--- config.mk ---
export PLATFORM = sky130hd
export DESIGN_NAME = serial_bank_switch_mapper
export DESIGN_NICKNAME = d
export VERILOG_FILES = /design/src/rtl/core/sbsm_pkg.sv /design/src/rtl/core/serial_bank_switch_mapper.sv
export SDC_FILE = /design/constraint.sdc
export NUM_CORES = 1
export LEC_CHECK = 0
export BUFFER_PORTS_ARGS = -buffer_cell sky130_fd_sc_hd__buf_2
export CORE_ASPECT_RATIO = 0.75
export CORE_MARGIN = 2
export CORE_UTILIZATION = 35
export CTS_CLUSTER_DIAMETER = 40
export DETAILED_ROUTE_END_ITERATION = 6
export PLACE_DENSITY_LB_ADDON = 0.12
export SKIP_LAST_GASP = 1
export SYNTH_ARGS = -nofsm -noshare
export SYNTH_HDL_FRONTEND = slang
export SYNTH_SLANG_ARGS = --single-unit
--- constraint.sdc ---
create_clock -name aclk -period 5.55 [get_ports aclk]
set_input_delay 0.2775 -clock aclk [delete_from_list [all_inputs] [get_ports aclk]]
set_output_delay 0.2775 -clock aclk [all_outputs]
set_load 0.03 [all_outputs]
--- src/rtl/core/sbsm_pkg.sv ---
// Package for the serial bank switch mapper: field widths, register indexes,
// target codes and the bank select helper. No dependencies.
`timescale 1ns / 1ps

package sbsm_pkg;

    localparam int BANK_W   = 7;
    localparam int SEL_W    = 5;
    localparam int CNT_W    = 3;
    localparam int ADDR_W   = 16;
    localparam int DATA_W   = 8;
    localparam int MIRROR_W = 2;
    localparam int CFG_IDX_W = 2;

    // Packed widths of the stream payloads, rounded up to whole bytes.
    localparam int S_TDATA_W = 24;
    localparam int M_TDATA_W = 32;

    // Serial load completes on this bit.
    localparam logic [CNT_W-1:0] LOAD_BITS = 3'd5;

    // Reset values of the state.
    localparam logic [SEL_W-1:0]  CONTROL_RESET  = 5'h0C;
    localparam logic [SEL_W-1:0]  PRG_MODE_BITS  = 5'h0C;
    localparam logic [BANK_W-1:0] BANK_COUNT_RESET = 7'd16;
    localparam logic [BANK_W-1:0] PRG_HIGH_RESET = 7'd15;
    localparam logic [BANK_W-1:0] CHR_HIGH_RESET = 7'd1;

    // Configuration register indexes.
    localparam logic [CFG_IDX_W-1:0] CFG_PRG_BANK_COUNT = 2'd0;
    localparam logic [CFG_IDX_W-1:0] CFG_CHR_BANK_COUNT = 2'd1;

    // Targets chosen by address bits 14:13.
    typedef enum logic [1:0] {
        TGT_CONTROL  = 2'd0,
        TGT_CHR_LOW  = 2'd1,
        TGT_CHR_HIGH = 2'd2,
        TGT_PRG      = 2'd3
    } target_t;

    // Mirroring codes.
    localparam logic [MIRROR_W-1:0] MIR_SINGLE     = 2'd0;
    localparam logic [MIRROR_W-1:0] MIR_VERTICAL   = 2'd1;
    localparam logic [MIRROR_W-1:0] MIR_HORIZONTAL = 2'd2;

    // Control register bit positions.
    localparam int CTL_HORIZ   = 0;
    localparam int CTL_MULTI   = 1;
    localparam int CTL_PRG_LOW = 2;
    localparam int CTL_PRG_16K = 3;
    localparam int CTL_CHR_4K  = 4;

    // Low four select bits, plus the offset when select bit 4 is set, wrapped to 7 bits.
    function automatic logic [BANK_W-1:0] select_value(input logic [SEL_W-1:0] sel,
                                                       input logic [BANK_W-1:0] extra);
        logic [BANK_W-1:0] base;
        base = {{(BANK_W-4){1'b0}}, sel[3:0]};
        return sel[4] ? base + extra : base;
    endfunction

endpackage

--- src/rtl/core/serial_bank_switch_mapper.sv ---
// Serial bank switch mapper top level: serial shifter, bank registers and
// result register. Depends on sbsm_pkg.
// Each result beat is registered and appears in the cycle after its input beat is accepted.
// Throughput: one beat per cycle; a new write is taken whenever the result
// register is empty or its beat is taken in the same cycle.
// Reset (aresetn low, synchronous) restores the power-up bank state, both
// bank counts to 16 and clears the result valid.
`timescale 1ns / 1ps

module serial_bank_switch_mapper (
    input  logic                           aclk,
    input  logic                           aresetn,
    // Configuration write port.
    input  logic                           cfg_wen,
    input  logic [sbsm_pkg::CFG_IDX_W-1:0] cfg_index,
    input  logic [sbsm_pkg::BANK_W-1:0]    cfg_data,
    // Input stream.
    input  logic                           s_tvalid,
    output logic                           s_tready,
    input  logic [sbsm_pkg::S_TDATA_W-1:0] s_tdata,   // addr[15:0], data[23:16]
    // Result stream.
    output logic                           m_tvalid,
    input  logic                           m_tready,
    // mirroring[1:0], prg_bank_low[8:2], prg_bank_high[15:9],
    // chr_bank_low[22:16], chr_bank_high[29:23], zero[31:30]
    output logic [sbsm_pkg::M_TDATA_W-1:0] m_tdata,
    output logic                           m_tuser    // committed
);

    // Configuration registers.
    logic [sbsm_pkg::BANK_W-1:0] prg_count_reg;
    logic [sbsm_pkg::BANK_W-1:0] chr_count_reg;

    // Mapper state.
    logic [sbsm_pkg::SEL_W-1:0]    shift_reg, shift_next;
    logic [sbsm_pkg::CNT_W-1:0]    count_reg, count_next;
    logic [sbsm_pkg::SEL_W-1:0]    control_reg, control_next;
    logic [sbsm_pkg::SEL_W-1:0]    chr_sel_low_reg, chr_sel_low_next;
    logic [sbsm_pkg::SEL_W-1:0]    chr_sel_high_reg, chr_sel_high_next;
    logic [sbsm_pkg::MIRROR_W-1:0] mirror_reg, mirror_next;
    logic [sbsm_pkg::BANK_W-1:0]   prg_low_reg, prg_low_next;
    logic [sbsm_pkg::BANK_W-1:0]   prg_high_reg, prg_high_next;
    logic [sbsm_pkg::BANK_W-1:0]   chr_low_reg, chr_low_next;
    logic [sbsm_pkg::BANK_W-1:0]   chr_high_reg, chr_high_next;
    logic                          done_next;

    // Result register.
    logic                          m_valid_reg;
    logic [sbsm_pkg::M_TDATA_W-1:0] m_data_reg;
    logic                          m_user_reg;

    // Input beat fields.
    logic [sbsm_pkg::ADDR_W-1:0] in_addr;
    logic [sbsm_pkg::DATA_W-1:0] in_data;
    logic                        in_accept;
    sbsm_pkg::target_t           target;
    logic [sbsm_pkg::SEL_W-1:0]  load_value;
    logic [sbsm_pkg::BANK_W-1:0] chr_pick;
    logic [sbsm_pkg::BANK_W-1:0] prg_pick;
    logic [sbsm_pkg::BANK_W-1:0] chr_even;
    logic [sbsm_pkg::BANK_W-1:0] prg_even;

    assign in_addr   = s_tdata[sbsm_pkg::ADDR_W-1:0];
    assign in_data   = s_tdata[sbsm_pkg::ADDR_W +: sbsm_pkg::DATA_W];
    assign s_tready  = !m_valid_reg || m_tready;
    assign in_accept = s_tvalid && s_tready;
    assign target    = sbsm_pkg::target_t'(in_addr[14:13]);

    // The five-bit value that completes on this beat, newest bit on top.
    assign load_value = shift_reg | ({{(sbsm_pkg::SEL_W-1){1'b0}}, in_data[0]} << count_reg);

    assign chr_pick = sbsm_pkg::select_value(load_value, chr_count_reg);
    assign prg_pick = sbsm_pkg::select_value(load_value,
                                             {1'b0, prg_count_reg[sbsm_pkg::BANK_W-1:1]});
    assign chr_even = {chr_pick[sbsm_pkg::BANK_W-1:1], 1'b0};
    assign prg_even = {prg_pick[sbsm_pkg::BANK_W-1:1], 1'b0};

    // Next state for one write beat.
    always_comb begin
        shift_next        = shift_reg;
        count_next        = count_reg;
        control_next      = control_reg;
        chr_sel_low_next  = chr_sel_low_reg;
        chr_sel_high_next = chr_sel_high_reg;
        mirror_next       = mirror_reg;
        prg_low_next      = prg_low_reg;
        prg_high_next     = prg_high_reg;
        chr_low_next      = chr_low_reg;
        chr_high_next     = chr_high_reg;
        done_next         = 1'b0;

        if (in_data[7]) begin
            // Reset write: clear the shifter and force 16K PRG mode, low bank switchable.
            shift_next   = '0;
            count_next   = '0;
            control_next = control_reg | sbsm_pkg::PRG_MODE_BITS;
        end else if (count_reg + 3'd1 == sbsm_pkg::LOAD_BITS) begin
            shift_next = '0;
            count_next = '0;
            done_next  = 1'b1;
            unique case (target)
                sbsm_pkg::TGT_CONTROL: begin
                    control_next = load_value;
                    if (!load_value[sbsm_pkg::CTL_MULTI]) begin
                        mirror_next = sbsm_pkg::MIR_SINGLE;
                    end else if (load_value[sbsm_pkg::CTL_HORIZ]) begin
                        mirror_next = sbsm_pkg::MIR_HORIZONTAL;
                    end else begin
                        mirror_next = sbsm_pkg::MIR_VERTICAL;
                    end
                end
                sbsm_pkg::TGT_CHR_LOW: begin
                    chr_sel_low_next = load_value;
                    if (control_reg[sbsm_pkg::CTL_CHR_4K]) begin
                        chr_low_next = chr_pick;
                    end else begin
                        // 8K mode: even bank low, next bank high.
                        chr_low_next  = chr_even;
                        chr_high_next = chr_even + 7'd1;
                    end
                end
                sbsm_pkg::TGT_CHR_HIGH: begin
                    chr_sel_high_next = load_value;
                    if (control_reg[sbsm_pkg::CTL_CHR_4K]) begin
                        chr_high_next = chr_pick;
                    end
                end
                sbsm_pkg::TGT_PRG: begin
                    if (control_reg[sbsm_pkg::CTL_PRG_16K]) begin
                        if (control_reg[sbsm_pkg::CTL_PRG_LOW]) begin
                            prg_low_next = prg_pick;
                        end else begin
                            prg_high_next = prg_pick;
                        end
                    end else begin
                        // 32K mode: even bank low, next bank high.
                        prg_low_next  = prg_even;
                        prg_high_next = prg_even + 7'd1;
                    end
                end
                default: begin
                end
            endcase
        end else begin
            shift_next = load_value;
            count_next = count_reg + 3'd1;
        end
    end

    // Configuration writes; indexes beyond the list are dropped.
    always_ff @(posedge aclk) begin
        if (!aresetn) begin
            prg_count_reg <= sbsm_pkg::BANK_COUNT_RESET;
            chr_count_reg <= sbsm_pkg::BANK_COUNT_RESET;
        end else if (cfg_wen) begin
            if (cfg_index == sbsm_pkg::CFG_PRG_BANK_COUNT) begin
                prg_count_reg <= cfg_data;
            end else if (cfg_index == sbsm_pkg::CFG_CHR_BANK_COUNT) begin
                chr_count_reg <= cfg_data;
            end
        end
    end

    // Mapper state update on each accepted beat.
    always_ff @(posedge aclk) begin
        if (!aresetn) begin
            shift_reg        <= '0;
            count_reg        <= '0;
            control_reg      <= sbsm_pkg::CONTROL_RESET;
            chr_sel_low_reg  <= '0;
            chr_sel_high_reg <= '0;
            mirror_reg       <= sbsm_pkg::MIR_SINGLE;
            prg_low_reg      <= '0;
            prg_high_reg     <= sbsm_pkg::PRG_HIGH_RESET;
            chr_low_reg      <= '0;
            chr_high_reg     <= sbsm_pkg::CHR_HIGH_RESET;
        end else if (in_accept) begin
            shift_reg        <= shift_next;
            count_reg        <= count_next;
            control_reg      <= control_next;
            chr_sel_low_reg  <= chr_sel_low_next;
            chr_sel_high_reg <= chr_sel_high_next;
            mirror_reg       <= mirror_next;
            prg_low_reg      <= prg_low_next;
            prg_high_reg     <= prg_high_next;
            chr_low_reg      <= chr_low_next;
            chr_high_reg     <= chr_high_next;
        end
    end

    // Result register: valid control.
    always_ff @(posedge aclk) begin
        if (!aresetn) begin
            m_valid_reg <= 1'b0;
        end else if (in_accept) begin
            m_valid_reg <= 1'b1;
        end else if (m_tready) begin
            m_valid_reg <= 1'b0;
        end
    end

    // Result register: payload, loaded with the state after this beat.
    always_ff @(posedge aclk) begin
        if (in_accept) begin
            m_data_reg <= {2'b00, chr_high_next, chr_low_next, prg_high_next,
                           prg_low_next, mirror_next};
            m_user_reg <= done_next;
        end
    end

    // Result stream outputs straight from the result register.
    assign m_tvalid = m_valid_reg;
    assign m_tdata  = m_data_reg;
    assign m_tuser  = m_user_reg;

endmodule
==> Implementation_results.wiki, run 1 <==
{| class="wikitable"
! Metric !! Value
|-
| Die span in x || ~130 um
|-
| Gate Count Post-Synth || approximately 410
|-
| YS warnings || 0
|-
| Final design utilization || 41.9%
|-
| Number of enable-type register cells in the synthesized netlist || 31
|-
| Vias per inst || a little under 5
|-
| TritonCTS buffer count || 9
|-
| Worst r2r src || count_reg[0]
|-
| Sum of routed wire length over all layers || 9530 um
|-
| Worst path required time || ~5700 ps
|-
| Standard cell core area || between 10000 and 15000 sq um
|-
| Number of antenna violations at the first check in global routing || 0
|-
| Largest register FFs || 30
|-
| Register cell area after layout || ~2000 sq um
|-
| Wirelength per Cell || 15.2 um
|-
| Clk slew on worst S/H paths || 60 ps
|-
| Critical path data arrival time || 3090 ps
|-
| Commonest cells after routing, fill and taps aside || dfxtp_1, nand2_1, buf_2
|-
| Fillers || around 1200
|-
| Count of different cell masters after synthesis || 60
|-
| Highest achievable clock rate || roughly 340 MHz
|-
| Worst Skew || between 4 and 5 ps
|-
| Maximum buffer depth of the clock tree || 2
|-
| Portion of the post-synthesis area used by sequential elements || 48.9%
|-
| Final Non-Filler Cells || around 630
|-
| Sort of element at the start of the critical path || flop
|-
| Clock tree root buffer cell || clkbuf_16
|-
| Number of cells on the worst hold path || 3
|-
| Footprint of the multi-input gates || approximately 2000 sq um
|-
| Placed cell count || roughly 610
|-
| Worst max-slew margin expressed relative to the limit || approximately 45%
|-
| Number of nets in the finished design || around 510
|-
| Number of nets still failing antenna checks after routing || 0
|-
| Area of the mapped netlist || ~4200 sq um
|-
| Number of buffers added on ports || 50
|-
| Final hold viol count || 0
|-
| Final setup fails || 0
|-
| Average instance area after synthesis || ~10 sq um
|-
| Post-CTS Hold Buffers || 0
|-
| Synth-to-Final Area Change || 16.7%
|-
| Via count of the routed design || around 3100
|-
| Prevailing post-synth register cell || dfxtp_1
|-
| Layout cell share with drive strength beyond 1 || 20.4%
|-
| Die footprint || approximately 13000 sq um
|-
| Count of clock tree sinks || 86
|-
| Worst Tran Pin Value || between 800 and 900 ps
|-
| Wire length of the first global-routing pass || 15300 um
|-
| Critical path class || flop to flop
|-
| Synthesized flop and latch total || 86
|-
| Final weighted congestion in routability-driven placement || around 0.76
|-
| Maximum number of pins on one net before global-route repair || 37
|-
| Insertion delay to the later sink of the worst-skew pair || about 340 ps
|-
| Number of placement rows || 34
|-
| Pwr Total || 1380 uW
|-
| Leakage power total || between 0.0015 and 0.002 uW
|-
| Minimum clock period after layout || just under 3000 ps
|-
| Crit share post-route || between 50 and 60%
|-
| Setup slack of the critical path after layout || 2600 ps
|-
| Antenna cells || 0
|-
| Post-Place Setup Slack || 2570 ps
|-
| Post-CTS Repair Setup Buffers || 0
|-
| RSZ-0062 raised after global routing || false
|-
| Via count of the first global-routing pass || between 2000 and 3000
|-
| Register-to-register setup slack || between 2000 and 3000 ps
|-
| Min-Delay Endpoint || chr_count_reg[4]
|-
| Worst r2r path cells || 8
|-
| Detailed Place HPWL || roughly 7000 um
|-
| Launch point of the worst hold path || cfg_data[4]
|-
| Number of design rule violations left after detail routing || 0
|-
| Effective utilization at floorplan || a little over a third
|-
| First drt pass iteration count || 4
|-
| Slew Viols, Final || 0
|-
| Overall routing resource usage || 15.8%
|-
| H-tree level count || 3
|-
| Floorplan die height || approximately 98 um
|-
| Pwr Density || approximately 280 nW/um^2
|-
| Remaining global-route overflow || 0
|-
| Status || completed
|-
| Kind of end point of the critical path || flop
|-
| Share of synthesized registers carrying an async set or reset || 0%
|-
| Max-cap violation count || 0
|-
| Maximum VDD drop || around 120 uV
|-
| Most common cell after layout, fill and taps aside || dfxtp_1
|-
| Number of DRC markers after the initial detailed-route iteration || 129
|-
| Setup tns final || 0 ps
|-
| I/O pin count || 73
|-
| Worst-path maximum fanout || 7
|-
| Post-CTS resize count || 0
|-
| Destination of the worst register-to-register timing path || m_tdata[21]
|-
| CTS tree || yes
|-
| Min-delay worst type || input port to flop
|}
## cell type report
| cell class | instances | area share, % |
|---|---|---|
| flip-flops and latches | 86 | 42.0 |
| well taps | 162 | 4.18 |
| clock buffers | 13 | 5.17 |
| multi-input cells | 298 | 41.2 |
| repair buffers | 54 | 5.79 |
| clock inverters | 3 | 0.904 |
| inverters | 11 | 0.852 |
## worst max-delay path, cell delays in order, from the launching register on
cell and delay [ps]:
dfxtp_1 360, or3b_2 500, o21bai_1 420, ha_1 300, a211oi_1 110, nor3b_1 340
o21ai_0 210, xor2_1 210, o31ai_1 300
## worst max path at each step
stage / from / endpoint / depth (start not counted)
finish: count_reg[0] / m_tdata[21] / 8
global route: count_reg[0] / m_tdata[21] / 8
CTS: count_reg[0] / m_tdata[21] / 8
detailed placement: s_tdata[16] / m_tdata[21] / 9
global placement: s_tdata[16] / m_tdata[28] / 9
floorplan: count_reg[0] / m_tdata[3] / 6
## report_power, final
part / internal [uW] / switching (uW)
Clock: 361 / 237
Combinational: 30.5 / 73.9
Sequential: 666 / 7.40
## cells in the mapped netlist (all sizes together), types with 3 or more instances
master | instances | area, sq um
o31ai | 6 | 45.0
a22oi | 8 | 60.1
nand2 | 54 | 203
a22o | 3 | 26.3
inv | 10 | 37.5
a21oi | 15 | 75.1
edfxtp | 31 | 931
clkbuf | 13 | 48.8
a31oi | 5 | 31.3
buf | 7 | 40.0
nand4 | 3 | 25.0
ha | 14 | 175
nor2b | 5 | 31.3
and2 | 3 | 18.8
mux2i | 21 | 210
o21ai | 23 | 115
or2 | 4 | 25.0
dfxtp | 55 | 1100
mux2 | 12 | 135
o211ai | 3 | 22.5
a21o | 3 | 22.5
a211oi | 5 | 37.5
nor3 | 4 | 20.0
xnor2 | 6 | 52.6
xor2 | 4 | 42.6
o22ai | 6 | 37.5
nand3 | 11 | 72.6
nor2 | 46 | 180
nor3b | 6 | 72.6
## cell families after synthesis
family | Yosys count | synth area share (%)
multiplexers | 33 | 8.32
AND/OR/NAND/NOR | 147 | 17.7
buffers and inverters | 31 | 3.13
XOR/XNOR | 10 | 2.29
flip-flops | 86 | 48.9
adder cells (fa/ha/maj) | 16 | 5.18
other | 1 | 0.0903
AO/OA/AOI/OAI | 90 | 14.3
## through the flow
stage,hold slack (ps),instance area (sq um)
2_1_floorplan,403,4160
3_3_place_gp,442,4550
3_5_place_dp,445,4550
4_1_cts,174,4840
5_1_grt,182,4840
6_report,175,4840
## per-layer routing
metal | routed length, um | vias up | track usage, %
met2 | 4040 | 58 | 23.2
met4 | 97 | 0 | 4.30
met5 | 0 | - | 0
met3 | 434 | 7 | 4.82
met1 | 4960 | 1476 | 22.6
li1 | - | 1574 | -
Note: power is estimated with default switching activity, not from simulation.
==> inputs of run 2 (changes only) <==
==> constraint.sdc (replaced) <==
create_clock -name aclk -period 2.9 [get_ports aclk]
set_input_delay 0.145 -clock aclk [delete_from_list [all_inputs] [get_ports aclk]]
set_output_delay 0.145 -clock aclk [all_outputs]
set_load 0.03 [all_outputs]
==> run 2 against run 1 <==
  * First-iteration DRC count down 3.9%
  * Count of clock-buffer cells in the layout decreased by 2
  * Cell count up 1.1%
  * Global-route usage down 0.38 points
  * Total power up 100%
  * Clock skew grew 1.0 ps
  * Maximum frequency is 11% higher
==> Implementation_results.wiki, run 2 (synthesized netlist as in run 1, its figures left out) <==
{| class="wikitable"
! Metric !! Value
|-
| Critical path class || flop to flop
|-
| Final setup fails || 0 (unchanged)
|-
| Vias per inst || 4.87 (-1.9%)
|-
| Number of buffers added on ports || 50 (unchanged)
|-
| Insertion delay to the later sink of the worst-skew pair || 330 ps (about the same)
|-
| Leakage power total || 0.00195 uW (+2.5%)
|-
| Placed cell count || 617 (+0.98%)
|-
| Min-delay worst type || input port to flop
|-
| Worst-path maximum fanout || 7 (unchanged)
|-
| Critical path data arrival time || 2750 ps (-340 ps)
|-
| Pwr Total || 2780 uW (+100%)
|-
| Floorplan die height || 98.3 um (unchanged)
|-
| Clock tree root buffer cell || clkbuf_16
|-
| RSZ-0062 raised after global routing || false
|-
| Worst max-slew margin expressed relative to the limit || 48.0% (+2.6 points)
|-
| CTS tree || yes
|-
| Max-cap violation count || 0 (unchanged)
|-
| Remaining global-route overflow || 0 (unchanged)
|-
| Sort of element at the start of the critical path || flop
|-
| Met2 wirelength from detailed routing || 3980 um (-1.6%)
|-
| Maximum VDD drop || 244 uV (+100%)
|-
| Worst Skew || 5.54 ps (+0.996 ps)
|-
| Via count of the first global-routing pass || 2902 (-1.7%)
|-
| Synth-to-Final Area Change || 19.0%
|-
| Die span in x || 130 um (unchanged)
|-
| Setup slack of the critical path after layout || 235 ps (-2370 ps)
|-
| Worst path required time || 2980 ps (-2710 ps)
|-
| Clk slew on worst S/H paths || 60 ps (about the same)
|-
| First drt pass iteration count || 4 (unchanged)
|-
| H-tree level count || 3 (unchanged)
|-
| Register share of total power || 46.4% (-2.5 points)
|-
| Register-to-register setup slack || 230 ps (-2370 ps)
|-
| Post-CTS Hold Buffers || 0 (unchanged)
|-
| Overall routing resource usage || 15.4% (-0.38 points)
|-
| Internal power summed over all cells || 2170 uW (+110%)
|-
| Max Used Layer || met4
|-
| Number of nets still failing antenna checks after routing || 0 (unchanged)
|-
| Final Non-Filler Cells || 634 (+1.1%)
|-
| Worst Tran Pin Value || 778 ps (-38.9 ps)
|-
| Proportion of power drawn by combinational gates || 7.3% (-0.3 points)
|-
| Number of placement rows || 34 (unchanged)
|-
| Status || completed
|-
| Switching Share || 21.8% (-1.3 points)
|-
| Commonest cells after routing, fill and taps aside || dfxtp_1, nand2_1, buf_2
|-
| Wirelength per Cell || 14.8 um (-2.7%)
|-
| Highest achievable clock rate || 375 MHz (+11%)
|-
| Setup tns final || 0 ps (unchanged)
|-
| Die footprint || 12800 sq um (unchanged)
|-
| Standard cell core area || 11600 sq um (unchanged)
|-
| Minimum clock period after layout || 2670 ps (-285 ps)
|-
| Wire length of the first global-routing pass || 15100 um (-1.6%)
|-
| Detailed-route wire length on metal 1 || 4900 um (-1.3%)
|-
| Number of design rule violations left after detail routing || 0 (unchanged)
|-
| I/O pin count || 73 (unchanged)
|-
| Largest register FFs || 30 (unchanged)
|-
| Most common cell after layout, fill and taps aside || dfxtp_1
|-
| Slew Viols, Final || 0 (unchanged)
|-
| Via count of the routed design || 3089 (-0.83%)
|-
| Detailed Place HPWL || 6760 um (-1.4%)
|-
| Number of nets in the finished design || 521 (+1.4%)
|-
| Antenna cells || 0 (unchanged)
|-
| Final weighted congestion in routability-driven placement || 0.747 (-1.1%)
|-
| Kind of end point of the critical path || flop
|-
| TritonCTS buffer count || 9 (unchanged)
|-
| Met3 routed WL || 404 um (-6.9%)
|-
| Crit share post-route || 91.9% (+39 points)
|-
| Effective utilization at floorplan || 35.9% (unchanged)
|-
| Sum of routed wire length over all layers || 9370 um (-1.7%)
|-
| Final hold viol count || 0 (unchanged)
|-
| Post-Place Setup Slack || 191 ps (-2380 ps)
|-
| Pwr Density || 563 nW/um^2 (+98%)
|-
| Layout cell share with drive strength beyond 1 || 21.8% (+1.4 points)
|-
| Maximum buffer depth of the clock tree || 2 (unchanged)
|-
| Count of clock tree sinks || 86 (unchanged)
|-
| Number of antenna violations at the first check in global routing || 0 (unchanged)
|-
| Number of DRC markers after the initial detailed-route iteration || 124 (-3.9%)
|-
| Proportion of power drawn by the clock network || 46.3% (+2.8 points)
|-
| Maximum number of pins on one net before global-route repair || 36 (-2.7%)
|-
| Switching power of the nets || 606 uW (+91%)
|}
==> run 2: power groups by stage <==
stage / clock, uW / sequential [uW] / combinational (uW)
finish: 1290 / 1290 / 202
global route: 1360 / 1290 / 223
CTS: 1320 / 1290 / 205
detailed placement: 0 / 1320 / 204
global placement: 0 / 1310 / 202
floorplan: 0 / 1350 / 102
==> run 2: final cells by class <==
cell class              instances  area (sq um)
repair buffers                 61           333
well taps                     162           203
inverters                      11          41.3
multi-input cells             298          2000
clock inverters                 5          98.8
flip-flops and latches         86          2030
clock buffers                  11           233
fillers                      1164          6630
==> run 2: final timing paths <==
kind                                    start          endpoint  cells past startpoint
worst max-delay path             count_reg[0]       m_tdata[29]                      9
worst min-delay path              cfg_data[4]  prg_count_reg[4]                      3
worst max register to register   count_reg[0]       m_tdata[29]                      9
worst min register to register  mirror_reg[0]     mirror_reg[0]                      2
==> run 2: metrics by stage <==
step	hold slack (ps)	cell area, sq um	util, %
2_1_floorplan	270	4160	-
3_3_place_gp	378	4590	39.7
3_5_place_dp	395	4590	39.7
4_1_cts	41.0	4930	42.6
5_1_grt	58.4	4940	42.7
6_report	46.6	4940	42.7
==> run 2: critical path, cell delays in order (launching register included) <==
cell and delay, ps:
dfxtp_1 360, or3b_2 510, o21bai_1 270, ha_1 260
fa_1 230, a21o_1 140, a21oi_1 100, nor2_1 210
xor2_1 120, a22o_1 220
==> run 2: repair_timing <==
item,in CTS,in global routing
endpoints found under the hold margin,0,0
endpoints found under the setup margin,0,3
buffers inserted,0,1
resized for setup,0,1
==> run 2: layer usage <==
layer / global-route usage [%] / up-vias
met3: 3.78 / 8
met5: 0 / -
met1: 22.1 / 1434
met2: 23.1 / 55
met4: 4.47 / 0
li1: - / 1592
